<file path="config.mk">
export PLATFORM = sky130hd
export DESIGN_NAME = gutter_column_grouper
export DESIGN_NICKNAME = d
export VERILOG_FILES = /design/src/rtl/core/gcg_pkg.sv /design/src/rtl/core/gcg_ctrl.sv /design/src/rtl/core/gcg_datapath.sv /design/src/rtl/core/gutter_column_grouper.sv
export VERILOG_INCLUDE_DIRS = /design/src /design/src/rtl/core
export SDC_FILE = /design/constraint.sdc
export NUM_CORES = 2
export LEC_CHECK = 0
export BUFFER_PORTS_ARGS = -buffer_cell sky130_fd_sc_hd__buf_2
export CORE_ASPECT_RATIO = 1.75
export CORE_UTILIZATION = 40
export CTS_BUF_LIST = sky130_fd_sc_hd__clkbuf_8
export DETAILED_ROUTE_END_ITERATION = 10
export HOLD_SLACK_MARGIN = 0.1
export PLACE_DENSITY = 0.58
export SLEW_MARGIN = 20
export SYNTH_ARGS = -nofsm -noshare
export SYNTH_HDL_FRONTEND = slang
export SYNTH_SLANG_ARGS = --single-unit
</file>
<file path="constraint.sdc">
create_clock -name clk_i -period 14.5 [get_ports clk_i]
set_clock_uncertainty 0.15 [all_clocks]
set_input_delay 1.45 -clock clk_i [delete_from_list [all_inputs] [get_ports clk_i]]
set_output_delay 1.45 -clock clk_i [all_outputs]
set_load 0.01 [all_outputs]
</file>
<file path="src/rtl/core/gutter_column_grouper_macros.svh">
// Assertion macros shared by the gutter column grouper RTL.
// Expects clk_i and rst_ni in the scope of the module that uses them.
`ifndef GUTTER_COLUMN_GROUPER_MACROS_SVH
`define GUTTER_COLUMN_GROUPER_MACROS_SVH

// Property checked at every clock edge outside reset.
`define GCG_ASSERT(lbl, prop, msg) \
  lbl: assert property (@(posedge clk_i) disable iff (!rst_ni) prop) else $error(msg);

// Condition that must hold in the cycle after the trigger.
`define GCG_ASSERT_NEXT(lbl, ante, cons, msg) \
  lbl: assert property (@(posedge clk_i) disable iff (!rst_ni) (ante) |=> (cons)) \
    else $error(msg);

`endif

</file>
<file path="src/rtl/core/gcg_pkg.sv">
// Package for the gutter column grouper: constants, codes, controller states
// and the command/status structs between controller and datapath. No dependencies.
`default_nettype none

package gcg_pkg;

  localparam int unsigned FIELD_W         = 16;
  localparam int unsigned CFG_W           = 8;
  localparam int unsigned DEF_MAX_GUTTERS = 64;
  localparam int unsigned DEF_COORD_BITS  = 16;

  localparam logic [CFG_W-1:0] SHRINK_X_RST = 8'd10;
  localparam logic [CFG_W-1:0] SHRINK_Y_RST = 8'd2;

  typedef enum logic [1:0] {
    OP_LOAD = 2'd0,
    OP_LINE = 2'd1,
    OP_EOP  = 2'd2
  } op_e;

  typedef enum logic [0:0] {
    REG_SHRINK_X = 1'b0,
    REG_SHRINK_Y = 1'b1
  } cfg_reg_e;

  typedef enum logic [2:0] {
    ST_IDLE,
    ST_LINE,
    ST_SCAN,
    ST_DECIDE,
    ST_FLUSH
  } state_e;

  typedef struct packed {
    logic load;    // store gutter from input request
    logic latch;   // capture line box from input request
    logic first;   // first line of page
    logic merge;   // grow region, start scan
    logic scan;    // step gutter scan
    logic decide;  // split or join column
    logic flush;   // end of page
  } cmd_t;

  typedef struct packed {
    logic line_seen;
    logic hit;
    logic done;
    logic split;
    logic out_free;
  } status_t;

endpackage

`default_nettype wire

</file>
<file path="src/rtl/core/gcg_ctrl.sv">
// Controller FSM of the gutter column grouper.
// Depends on gcg_pkg and gutter_column_grouper_macros.svh.
`default_nettype none
`include "gutter_column_grouper_macros.svh"

module gcg_ctrl (
  input  wire logic             clk_i,
  input  wire logic             rst_ni,
  input  wire logic             in_valid_i,
  input  wire logic [1:0]       in_op_i,
  output logic                  in_ready_o,
  input  wire gcg_pkg::status_t status_i,
  output gcg_pkg::cmd_t         cmd_o
);
  import gcg_pkg::*;

  state_e state_q, state_d;
  op_e    op;

  assign op = op_e'(in_op_i);

  always_ff @(posedge clk_i or negedge rst_ni) begin
    if (!rst_ni) begin
      state_q <= ST_IDLE;
    end else begin
      state_q <= state_d;
    end
  end

  always_comb begin
    state_d = state_q;
    unique case (state_q)
      ST_IDLE: begin
        if (in_valid_i) begin
          case (op)
            OP_LINE: state_d = ST_LINE;
            OP_EOP:  state_d = ST_FLUSH;
            default: state_d = ST_IDLE;
          endcase
        end
      end
      ST_LINE: begin
        state_d = status_i.line_seen ? ST_SCAN : ST_IDLE;
      end
      ST_SCAN: begin
        if (status_i.hit || status_i.done) state_d = ST_DECIDE;
      end
      ST_DECIDE: begin
        if (!status_i.split || status_i.out_free) state_d = ST_IDLE;
      end
      ST_FLUSH: begin
        if (!status_i.line_seen || status_i.out_free) state_d = ST_IDLE;
      end
      default: state_d = ST_IDLE;
    endcase
  end

  always_comb begin
    cmd_o      = '0;
    in_ready_o = 1'b0;
    unique case (state_q)
      ST_IDLE: begin
        in_ready_o  = 1'b1;
        cmd_o.load  = in_valid_i && (op == OP_LOAD);
        cmd_o.latch = in_valid_i && (op == OP_LINE);
      end
      ST_LINE: begin
        cmd_o.first = !status_i.line_seen;
        cmd_o.merge = status_i.line_seen;
      end
      ST_SCAN: begin
        cmd_o.scan = 1'b1;
      end
      ST_DECIDE: begin
        cmd_o.decide = !status_i.split || status_i.out_free;
      end
      ST_FLUSH: begin
        cmd_o.flush = !status_i.line_seen || status_i.out_free;
      end
      default: ;
    endcase
  end

  `GCG_ASSERT(a_decide_after_scan, (state_q == ST_DECIDE) |-> ($past(state_q) == ST_SCAN || $past(state_q) == ST_DECIDE), "decide entered without scan")
  `GCG_ASSERT_NEXT(a_scan_after_merge, cmd_o.merge, state_q == ST_SCAN, "merge not followed by scan")
  `GCG_ASSERT(a_ready_only_idle, in_ready_o |-> (cmd_o.scan == 1'b0 && cmd_o.decide == 1'b0), "request taken while busy")

endmodule

`default_nettype wire

</file>
<file path="src/rtl/core/gcg_datapath.sv">
// Datapath of the gutter column grouper: config registers, gutter table,
// line/column/region registers, scan compare and output register. Depends on gcg_pkg.
`default_nettype none
`include "gutter_column_grouper_macros.svh"

module gcg_datapath #(
  parameter int unsigned MAX_GUTTERS = gcg_pkg::DEF_MAX_GUTTERS,
  parameter int unsigned COORD_BITS  = gcg_pkg::DEF_COORD_BITS
) (
  input  wire logic                        clk_i,
  input  wire logic                        rst_ni,
  input  wire gcg_pkg::cmd_t               cmd_i,
  output gcg_pkg::status_t                 status_o,
  input  wire logic [4*gcg_pkg::FIELD_W-1:0] in_data_i,
  input  wire logic                        cfg_we_i,
  input  wire logic [0:0]                  cfg_index_i,
  input  wire logic [gcg_pkg::CFG_W-1:0]   cfg_data_i,
  output logic                             out_valid_o,
  input  wire logic                        out_ready_i,
  output logic [4*gcg_pkg::FIELD_W-1:0]    out_data_o,
  output logic                             out_last_o
);
  import gcg_pkg::*;

  localparam int unsigned VW   = (COORD_BITS < FIELD_W) ? COORD_BITS : FIELD_W;
  localparam int unsigned SW   = VW + 2;
  localparam int unsigned AW   = (MAX_GUTTERS > 1) ? $clog2(MAX_GUTTERS) : 1;
  localparam int unsigned CNTW = $clog2(MAX_GUTTERS + 1);

  logic [CFG_W-1:0] shrink_x_q, shrink_y_q;

  logic [4*VW-1:0] gutter_mem_q [MAX_GUTTERS];
  logic [4*VW-1:0] rdata_q;
  logic [CNTW-1:0] count_q, rd_idx_q;
  logic            rd_valid_q;
  logic            rd_issue;

  logic [VW-1:0] bx0_q, by0_q, bx1_q, by1_q;
  logic [VW-1:0] cx0_q, cy0_q, cx1_q, cy1_q;
  logic signed [SW-1:0] rx0_q, ry0_q, rx1_q, ry1_q;
  logic signed [SW-1:0] sx0, sy0, sx1, sy1;
  logic          region_empty_q, line_seen_q;
  logic          hit_q, below_q, above_q;

  logic [VW-1:0] gx0, gy0, gx1, gy1, xc;
  logic signed [SW-1:0] sgx0, sgy0, sgx1, sgy1;
  logic          ovl, hit, from_below, from_above, split, out_free, emit;

  logic                     out_valid_q, out_last_q;
  logic [4*FIELD_W-1:0]     out_data_q;

  // shrunk line box
  assign sx0 = SW'(bx0_q) + SW'(shrink_x_q);
  assign sx1 = SW'(bx1_q) - SW'(shrink_x_q);
  assign sy0 = SW'(by0_q) + SW'(shrink_y_q);
  assign sy1 = SW'(by1_q) - SW'(shrink_y_q);

  // gutter entry under compare
  assign gx0  = rdata_q[VW-1:0];
  assign gy0  = rdata_q[2*VW-1:VW];
  assign gx1  = rdata_q[3*VW-1:2*VW];
  assign gy1  = rdata_q[4*VW-1:3*VW];
  assign sgx0 = $signed(SW'(gx0));
  assign sgy0 = $signed(SW'(gy0));
  assign sgx1 = $signed(SW'(gx1));
  assign sgy1 = $signed(SW'(gy1));
  assign xc   = VW'(((VW+1)'(gx0) + (VW+1)'(gx1)) >> 1);

  assign ovl = (rx0_q < rx1_q) && (ry0_q < ry1_q) && (gx0 < gx1) && (gy0 < gy1) &&
               (rx0_q < sgx1) && (sgx0 < rx1_q) && (ry0_q < sgy1) && (sgy0 < ry1_q);
  assign from_below = (bx0_q <= xc) && (xc < bx1_q) && (by0_q <= gy1) && (gy1 < by1_q);
  assign from_above = (bx0_q <= xc) && (xc < bx1_q) && (by0_q <= gy0) && (gy0 < by1_q);

  assign rd_issue = cmd_i.scan && (rd_idx_q < count_q);
  assign hit      = rd_valid_q && ovl;
  assign split    = hit_q && !below_q;
  assign out_free = !out_valid_q || out_ready_i;
  assign emit     = (cmd_i.decide && split) || (cmd_i.flush && line_seen_q);

  assign status_o.line_seen = line_seen_q;
  assign status_o.hit       = hit;
  assign status_o.done      = !rd_issue && !rd_valid_q;
  assign status_o.split     = split;
  assign status_o.out_free  = out_free;

  // configuration
  always_ff @(posedge clk_i or negedge rst_ni) begin
    if (!rst_ni) begin
      shrink_x_q <= SHRINK_X_RST;
      shrink_y_q <= SHRINK_Y_RST;
    end else if (cfg_we_i) begin
      unique case (cfg_reg_e'(cfg_index_i))
        REG_SHRINK_X: shrink_x_q <= cfg_data_i;
        REG_SHRINK_Y: shrink_y_q <= cfg_data_i;
        default: ;
      endcase
    end
  end

  // gutter table
  always_ff @(posedge clk_i) begin
    if (cmd_i.load && (count_q < CNTW'(MAX_GUTTERS))) begin
      gutter_mem_q[count_q[AW-1:0]] <= {in_data_i[3*FIELD_W +: VW], in_data_i[2*FIELD_W +: VW],
                                        in_data_i[FIELD_W +: VW], in_data_i[0 +: VW]};
    end
  end

  always_ff @(posedge clk_i) begin
    if (rd_issue) begin
      rdata_q <= gutter_mem_q[rd_idx_q[AW-1:0]];
    end
  end

  // line box
  always_ff @(posedge clk_i) begin
    if (cmd_i.latch) begin
      bx0_q <= in_data_i[0 +: VW];
      by0_q <= in_data_i[FIELD_W +: VW];
      bx1_q <= in_data_i[2*FIELD_W +: VW];
      by1_q <= in_data_i[3*FIELD_W +: VW];
    end
  end

  // page state and scan control
  always_ff @(posedge clk_i or negedge rst_ni) begin
    if (!rst_ni) begin
      count_q        <= '0;
      rd_idx_q       <= '0;
      rd_valid_q     <= 1'b0;
      hit_q          <= 1'b0;
      below_q        <= 1'b0;
      above_q        <= 1'b0;
      cx0_q          <= '0;
      cy0_q          <= '0;
      cx1_q          <= '0;
      cy1_q          <= '0;
      rx0_q          <= '0;
      ry0_q          <= '0;
      rx1_q          <= '0;
      ry1_q          <= '0;
      region_empty_q <= 1'b1;
      line_seen_q    <= 1'b0;
    end else begin
      if (cmd_i.load && (count_q < CNTW'(MAX_GUTTERS))) begin
        count_q <= count_q + CNTW'(1);
      end

      if (cmd_i.first) begin
        line_seen_q    <= 1'b1;
        cx0_q          <= bx0_q;
        cy0_q          <= by0_q;
        cx1_q          <= bx1_q;
        cy1_q          <= by1_q;
        rx0_q          <= sx0;
        ry0_q          <= sy0;
        rx1_q          <= sx1;
        ry1_q          <= sy1;
        region_empty_q <= 1'b0;
      end

      if (cmd_i.merge) begin
        rd_idx_q       <= '0;
        rd_valid_q     <= 1'b0;
        hit_q          <= 1'b0;
        region_empty_q <= 1'b0;
        if (region_empty_q) begin
          rx0_q <= sx0;
          ry0_q <= sy0;
          rx1_q <= sx1;
          ry1_q <= sy1;
        end else begin
          rx0_q <= (sx0 < rx0_q) ? sx0 : rx0_q;
          ry0_q <= (sy0 < ry0_q) ? sy0 : ry0_q;
          rx1_q <= (sx1 > rx1_q) ? sx1 : rx1_q;
          ry1_q <= (sy1 > ry1_q) ? sy1 : ry1_q;
        end
      end

      if (cmd_i.scan) begin
        rd_valid_q <= rd_issue;
        if (rd_issue) rd_idx_q <= rd_idx_q + CNTW'(1);
        if (hit) begin
          hit_q   <= 1'b1;
          below_q <= from_below;
          above_q <= from_above;
        end
      end

      if (cmd_i.decide) begin
        if (split) begin
          cx0_q <= bx0_q;
          cy0_q <= by0_q;
          cx1_q <= bx1_q;
          cy1_q <= by1_q;
          if (above_q) begin
            rx0_q          <= '0;
            ry0_q          <= '0;
            rx1_q          <= '0;
            ry1_q          <= '0;
            region_empty_q <= 1'b1;
          end else begin
            rx0_q          <= sx0;
            ry0_q          <= sy0;
            rx1_q          <= sx1;
            ry1_q          <= sy1;
            region_empty_q <= 1'b0;
          end
        end else begin
          cx0_q <= (bx0_q < cx0_q) ? bx0_q : cx0_q;
          cy0_q <= (by0_q < cy0_q) ? by0_q : cy0_q;
          cx1_q <= (bx1_q > cx1_q) ? bx1_q : cx1_q;
          cy1_q <= (by1_q > cy1_q) ? by1_q : cy1_q;
        end
      end

      if (cmd_i.flush) begin
        count_q        <= '0;
        cx0_q          <= '0;
        cy0_q          <= '0;
        cx1_q          <= '0;
        cy1_q          <= '0;
        rx0_q          <= '0;
        ry0_q          <= '0;
        rx1_q          <= '0;
        ry1_q          <= '0;
        region_empty_q <= 1'b1;
        line_seen_q    <= 1'b0;
      end
    end
  end

  // output register
  always_ff @(posedge clk_i or negedge rst_ni) begin
    if (!rst_ni) begin
      out_valid_q <= 1'b0;
    end else if (emit) begin
      out_valid_q <= 1'b1;
    end else if (out_ready_i) begin
      out_valid_q <= 1'b0;
    end
  end

  always_ff @(posedge clk_i) begin
    if (emit) begin
      out_data_q <= {FIELD_W'(cy1_q), FIELD_W'(cx1_q), FIELD_W'(cy0_q), FIELD_W'(cx0_q)};
      out_last_q <= cmd_i.flush;
    end
  end

  assign out_valid_o = out_valid_q;
  assign out_data_o  = out_data_q;
  assign out_last_o  = out_last_q;

  `GCG_ASSERT(a_count_bound, count_q <= CNTW'(MAX_GUTTERS), "gutter count past table depth")
  `GCG_ASSERT(a_emit_free, emit |-> out_free, "result overwrites pending result")
  `GCG_ASSERT_NEXT(a_flush_clears, cmd_i.flush, !line_seen_q && count_q == '0, "page not cleared")

endmodule

`default_nettype wire

</file>
<file path="src/rtl/core/gutter_column_grouper.sv">
// Gutter column grouper. Requests with tuser OP_LOAD store a gutter box (loads
// past the table depth are dropped), OP_LINE groups a text line and OP_EOP
// flushes the last column with tlast set and clears the page state. The first
// line of a page only opens the column. Any later line grows the region and scans
// the gutters in load order up to the first overlapping one (at most the
// loaded count), since the gutter table has one read port and one entry is
// compared per cycle; a line that closes a column also waits for a free output
// register. End of page waits for the output register when it emits a column.
// Output is registered; a new request is taken while a result waits. Uses
// gcg_pkg, gcg_ctrl and gcg_datapath.
`default_nettype none

module gutter_column_grouper #(
  parameter int unsigned MAX_GUTTERS = gcg_pkg::DEF_MAX_GUTTERS,
  parameter int unsigned COORD_BITS  = gcg_pkg::DEF_COORD_BITS
) (
  input  wire logic                          clk_i,
  input  wire logic                          rst_ni,
  input  wire logic                          s_axis_tvalid,
  output logic                               s_axis_tready,
  // box_x0, box_y0, box_x1, box_y1
  input  wire logic [4*gcg_pkg::FIELD_W-1:0] s_axis_tdata,
  // op
  input  wire logic [1:0]                    s_axis_tuser,
  output logic                               m_axis_tvalid,
  input  wire logic                          m_axis_tready,
  // col_x0, col_y0, col_x1, col_y1
  output logic [4*gcg_pkg::FIELD_W-1:0]      m_axis_tdata,
  output logic                               m_axis_tlast,
  input  wire logic                          cfg_valid_i,
  output logic                               cfg_ready_o,
  input  wire logic [0:0]                    cfg_index_i,
  input  wire logic [gcg_pkg::CFG_W-1:0]     cfg_data_i
);
  import gcg_pkg::*;

  cmd_t    cmd;
  status_t status;

  assign cfg_ready_o = 1'b1;

  gcg_ctrl u_ctrl (
    .clk_i      (clk_i),
    .rst_ni     (rst_ni),
    .in_valid_i (s_axis_tvalid),
    .in_op_i    (s_axis_tuser),
    .in_ready_o (s_axis_tready),
    .status_i   (status),
    .cmd_o      (cmd)
  );

  gcg_datapath #(
    .MAX_GUTTERS (MAX_GUTTERS),
    .COORD_BITS  (COORD_BITS)
  ) u_datapath (
    .clk_i       (clk_i),
    .rst_ni      (rst_ni),
    .cmd_i       (cmd),
    .status_o    (status),
    .in_data_i   (s_axis_tdata),
    .cfg_we_i    (cfg_valid_i),
    .cfg_index_i (cfg_index_i),
    .cfg_data_i  (cfg_data_i),
    .out_valid_o (m_axis_tvalid),
    .out_ready_i (m_axis_tready),
    .out_data_o  (m_axis_tdata),
    .out_last_o  (m_axis_tlast)
  );

endmodule

`default_nettype wire

</file>
After elaboration in Yosys (flattened, before gate mapping)
Memories as Yosys holds them, arrays and structs flattened. A register that Yosys moved wholly into a read port is not among the register bits.
Cells that the tools add are included.
{"block": "word_totals", "memories": 1, "latchBits": 0, "ff_bits": 305, "wordCells": 207, "output_inout_bits": 68, "in_bits": 80, "mem_bits_ro": 0, "mem_bits_rw": 4096}
{"name": "u_datapath.gutter_mem_q", "depth": 64, "width": 64, "rd": 1, "rd_clocked_by_memory_dff": 1, "write_ports": 1, "line": "gcg_datapath.sv:32", "source": "logic [4*VW-1:0] gutter_mem_q [MAX_GUTTERS];"}
{"block": "op_classes", "shift": 0, "div": 0, "reduce_logical": 47, "n_bitwise": 1, "order_cmp": 24, "n_mul": 0, "add_sub_neg": 7, "n_eq_ne": 14, "n_mux": 87}
{"op": "18-bit two-way mux", "count": 32}
{"op": "16-bit two-way mux", "count": 20}
{"op": "16-bit less-than comparator", "count": 7}
{"op": "18-bit less-than comparator", "count": 4}
{"op": "16-bit <= comparator", "count": 3}
{"op": "18-bit > comparator", "count": 2}
{"op": "17-bit by 18-bit less-than comparator with 1-bit output", "count": 2}
{"op": "18-bit by 17-bit less-than comparator with 1-bit output", "count": 2}
{"op": "7-bit two-way mux", "count": 5}
{"op": "16-bit by 8-bit adder with 17-bit output", "count": 2}
{"op": "16-bit by 8-bit subtractor with 17-bit output", "count": 2}
{"op": "16-bit > comparator", "count": 2}
{"op": "1-bit logical AND", "count": 21}
{"op": "1-bit two-way mux", "count": 21}
{"op": "16-bit by 16-bit adder with 17-bit output", "count": 1}
{"op": "4-bit != test (second input constant)", "count": 4}
{"op": "3-bit one-hot mux with 5 select lines", "count": 1}
{"op": "7-bit by 1-bit adder with 7-bit output (second input constant)", "count": 2}
{"op": "2-bit AND reduction", "count": 7}
{"op": "3-bit two-way mux", "count": 4}
{"op": "2-bit nonzero test", "count": 4}
{"op": "7-bit less-than comparator", "count": 1}
{"op": "7-bit less-than comparator (second input constant)", "count": 1}
{"op": "3-bit by 2-bit == test with 1-bit output (second input constant)", "count": 2}
{"op": "other kinds (15)", "count": 28}

Depth between registers and ports, before layout
{"block": "logic_depth", "depth_word": 12, "ltp_mapped": 26, "ltp_nobuf": 25}

Hierarchy
Synthesis repeated with hierarchy kept, for this count alone.
{"block": "unflattened", "cells_unflattened": 8409, "area_unflattened_um2": 179502.2}
{"mod": "gcg_datapath", "cells_per_inst": 8383, "n_inst": 1, "seq_area_each_um2": 133127.7, "area_each_um2": 179229.4}
{"mod": "gcg_ctrl", "cells_per_inst": 24, "n_inst": 1, "seq_area_each_um2": 75.1, "area_each_um2": 261.5}
{"mod": "gutter_column_grouper", "cells_per_inst": 2, "n_inst": 1, "seq_area_each_um2": 0.0, "area_each_um2": 11.3}

Worst setup path after synthesis
No wires, ideal clock.
{"block": "synth_timing", "path_kind": "input-to-reg", "from": "in s_axis_tuser[1]", "to": "reg u_datapath.bx0_q[0] (enable)", "t_required_ps": 13706, "path_buffers": 0, "setup_ps": 644, "path_slack_ps": 6029, "stages": 2, "arrival_time_ps": 7677, "cell_sequence": "nand3b_1 > nor4_1"}
{"element": "from (decl)", "line": "gutter_column_grouper.sv:24", "source": "input wire logic [1:0] s_axis_tuser,"}
{"element": "to (signal assigned)", "line": "gcg_datapath.sv:117", "source": "bx0_q <= in_data_i[0 +: VW];"}
{"element": "to (decl)", "line": "gcg_datapath.sv:38", "source": "logic [VW-1:0] bx0_q, by0_q, bx1_q, by1_q;"}

Worst setup path after layout
{"block": "layout_timing", "from": "reg u_datapath.bx1_q[0]", "to": "reg u_datapath.rx1_q[5]"}
{"block": "layout_between", "elab_chain_len": 8, "elab_cells_between_ends": 10, "classes_between": "add/sub: 1; order compare: 1; mux: 8"}
{"element": "from (decl)", "line": "gcg_datapath.sv:38"}
{"element": "from (signal assigned)", "line": "gcg_datapath.sv:119", "source": "bx1_q <= in_data_i[2*FIELD_W +: VW];"}
{"element": "16-bit by 8-bit subtractor with 17-bit output *", "line": "gcg_datapath.sv:54", "source": "assign sx1 = SW'(bx1_q) - SW'(shrink_x_q);"}
{"element": "18-bit > comparator", "line": "gcg_datapath.sv:174", "source": "rx1_q <= (sx1 > rx1_q) ? sx1 : rx1_q;"}
{"element": "18-bit two-way mux", "line": "gcg_datapath.sv:174"}
{"element": "18-bit two-way mux", "line": "gcg_datapath.sv:166", "source": "if (region_empty_q) begin"}
{"element": "18-bit two-way mux", "line": "gcg_datapath.sv:161", "source": "if (cmd_i.merge) begin"}
{"element": "18-bit two-way mux", "line": "gcg_datapath.sv:190", "source": "if (split) begin"}
{"element": "18-bit two-way mux *", "line": "gcg_datapath.sv:189", "source": "if (cmd_i.decide) begin"}
{"element": "18-bit two-way mux *", "line": "gcg_datapath.sv:216", "source": "if (cmd_i.flush) begin"}
{"element": "to (signal assigned)", "line": "gcg_datapath.sv:174"}
{"element": "to (decl)", "line": "gcg_datapath.sv:40", "source": "logic signed [SW-1:0] rx0_q, ry0_q, rx1_q, ry1_q;"}
Every way passes the cells marked *; elsewhere a longest branch is shown, timed or not.
A chain may end at the register's enable or synchronous reset.

==> out/results.ini <==
[drt]
dr.pass1.iters = 8
drc = 0
wl_per_cell_um = 36.3
drt-total-wl_um = 547000
routed_via_density = 5.95
num_vias = 89800
antenna_left = 0
drtIter0Drc = 10400

[timing]
hold_viol_final = 0
setup_viol = 0
slew_viol_final = 0
max_slew.worst_pin.slew_ns = 1.25
setup_tns_ns = 0
period_share_pct = 42.0
timing.fmax_mhz = 164
setup_slack_ns = 8.42
min_period_ns = 6.08
slew_headroom_pct = 16.4
grt_setup_unrepaired = no

[worst_setup_path]
worstSetupEndpointType = register
slowest_stage = a21boi_0
timing.rr.end = u_datapath.rx1_q[5]
r2r_cells = 19
required_ns = 15.40
cp.arrival_ns = 6.98
slowest_delay_ns = 0.69
timing.rr.start = u_datapath.bx1_q[0]
path_class = register to register
path_buf_inv = 1
worstSetupStartpointType = register
path_depth = 19
ff2ff_setup_slack_ns = 8.42
critical_path.top_delay_family = compound AO/OA/AOI/OAI gates
worstPathMaxFanout = 16
crit_top_cell = o21ai_0
crit_chain = inv_1 > ha_1 > fa_1 > nor2b_1 > o21ai_0 > a21boi_0 > o21ai_0 > a21boi_0 > nor3_1 > xnor2_1 > ha_1 > nand4_1 > nor2_1 > o21ai_0 > a21oi_1 > o221a_1 > o31a_1 > or2_1 > a22o_1

[floorplanning]
core_area_um2 = 445000
start_util_pct = 40.2
placementRows = 324
die-area_um2 = 449000
die_x_um = 507
io_pins = 148
die_h_um = 886

[grt]
grt_pass1_wl_um = 747000
grt_pass1_vias = 92100
grt.total_usage_pct = 24.2
antenna_found_initial = 49
grt.overflow.total = 0
grt_start_max_net_pins = 124

[outcome]
status = completed

[logic_synthesis]
netlist_instances = 8077
yosysMostFrequentCell = edfxtp_1
synth_area_leader_cell = edfxtp_1
netlist_top_cells_count = edfxtp_1 (4,289), mux4_2 (1,344), ha_1 (404), inv_1 (277), nor2_1 (194)
synth_seq_cells = 4465
yosysTopAreaCellShare_pct = 72.1
synth_area_leaders = edfxtp_1 (72%), mux4_2 (17%), ha_1 (2.8%)
synth-edff-count = 4289
synth-main-ff-cell = edfxtp_1
synth_cell_types = 75
synthArstFlopShare_pct = 3.94
syn_area_per_cell_um2 = 22.1
syn_area_um2 = 179000
synthesis.nets = 8566
synth-seq-area-share_pct = 74.6
ys.warnings.count = 0

[worst_hold_path]
hold_path_class = input pin to async pin

[clocking]
cts_hold_buffers = 0
cts_tree = built
cts_setup_buffers = 0
clk-insertion-delay-late_ns = 1.16
numClockSinks = 4465
clockRootBuffer = clkbuf_8
clk_pin_slew_ns = 0.08
htreeDepth = 6
cts_resized = 0
cts_buffers = 613
cts_buffer_depth = 4

[power]
p_leak_nw = 63.9
p_total_mw = 32.6
ir_worst_vdd_mv = 0.149
p_per_area_nw_per_um2 = 163

[cells_and_area]
drive_gt1_share_pct = 28.3
fin_area_um2 = 199000
num-fill-cells = 37200
fin_nets = 9221
multi_input_area_um2 = 43400
regArea_um2 = 133000
stdcell_count = 15100
areaGrowthSynthToFinish_pct = 11.6

[place]
pre_cts_slack_ns = 8.43
place_congestion = 0.921
dp_hpwl_um = 310000
io_buffers = 146
dpl_cell_area_um2 = 188000
placedCellCount = 14000

[flow_run]
max_cap_violations = 0

==> cell families (layout without fill, tap and decap cells) <==
| family | count (synthesis) | count (layout) | synth area share, % |
|---|---|---|---|
| DFF | 4465 | 4465 | 74.6 |
| muxes | 1362 | 1362 | 17.1 |
| other | 1 | 30 | 0.00210 |
| adders and majority gates | 409 | 409 | 2.89 |
| buffers and inverters | 626 | 1752 | 1.41 |
| and+or+nand+nor | 582 | 582 | 1.58 |
| AOI/OAI and AO/OA | 560 | 560 | 2.17 |
| xor gates and xnor gates | 72 | 72 | 0.353 |
==> area by class of cell <==
| class | instances | area share (%) |
|---|---|---|
| clock inverter | 452 | 1.27 |
| antenna | 29 | 0.0364 |
| inverter | 279 | 0.525 |
| timing repair buffer | 387 | 1.51 |
| sequential | 4465 | 66.8 |
| tap | 5868 | 3.68 |
| clock buffer | 634 | 4.38 |
| multi-input combinational | 2986 | 21.8 |
==> through the flow <==
stage | util (%) | hold WS [ns]
floorplan | - | 0.291
global placement | 42.2 | 0.312
detailed placement | 42.2 | 0.313
CTS | 44.8 | 0.105
global route | 44.8 | 0.194
finish | 44.8 | 0.165
==> how the worst max path moves through the flow <==
stage | startpoint | to | slack [ns]
after global placement | s_axis_tuser[0] | u_datapath.gutter_mem_q[7][63] | 8.50
after floorplan | s_axis_tuser[1] | u_datapath.bx0_q[0] | 6.03
final | u_datapath.bx1_q[0] | u_datapath.rx1_q[5] | 8.42
after CTS | u_datapath.bx1_q[0] | u_datapath.rx1_q[5] | 8.42
after global routing | u_datapath.by0_q[1] | u_datapath.ry0_q[15] | 8.12
after detailed placement | s_axis_tuser[0] | u_datapath.gutter_mem_q[7][18] | 8.43
==> registers in the layout, indices dropped and copies added, names as in the netlist, 3 cells and up <==
register                 flops
u_datapath.gutter_mem_q   4096
u_datapath.out_data_o       64
u_datapath.rx0_q            18
u_datapath.cx1_q            16
u_datapath.bx0_q            16
u_datapath.shrink_y_q        8
u_datapath.shrink_x_q        8
u_datapath.count_q           7
u_datapath.ry0_q            18
u_datapath.rx1_q            18
u_datapath.cx0_q            16
u_datapath.rd_idx_q          7
u_datapath.cy0_q            16
u_datapath.rdata_q          64
u_datapath.bx1_q            16
u_datapath.by1_q            16
u_datapath.ry1_q            18
u_ctrl.state_q               3
u_datapath.by0_q            16
u_datapath.cy1_q            16
==> placed cells by master (no fill, tap or decap), types with 112 or more instances in the layout <==
| master | instances |
|---|---|
| edfxtp_1 | 4289 |
| dfrtp_1 | 166 |
| buf_4 | 247 |
| inv_1 | 451 |
| clkbuf_8 | 635 |
| mux4_2 | 1344 |
| buf_2 | 112 |
| a21oi_1 | 131 |
| ha_1 | 404 |
| clkinv_1 | 150 |
| nor2_1 | 129 |
==> layer usage <==
layer | wire length [µm] | part of all wire (%) | GRT usage, % | vias up
met5 | 170 | 0.031 | 0 | -
met4 | 28100 | 5.1 | 11.2 | 26
met3 | 37900 | 6.9 | 3.97 | 1042
met2 | 289000 | 53 | 43.3 | 4143
met1 | 192000 | 35 | 28.2 | 49200
li1 | - | - | - | 35400
==> where the power goes <==
part | switching, mW | internal [mW] | total, mW
Combinational | 4.30 | 3.95 | 8.25
Clock | 4.79 | 4.44 | 9.23
Sequential | 0.559 | 14.5 | 15.1
Total | 9.65 | 22.9 | 32.6
Power figures use the tool's default switching activity.
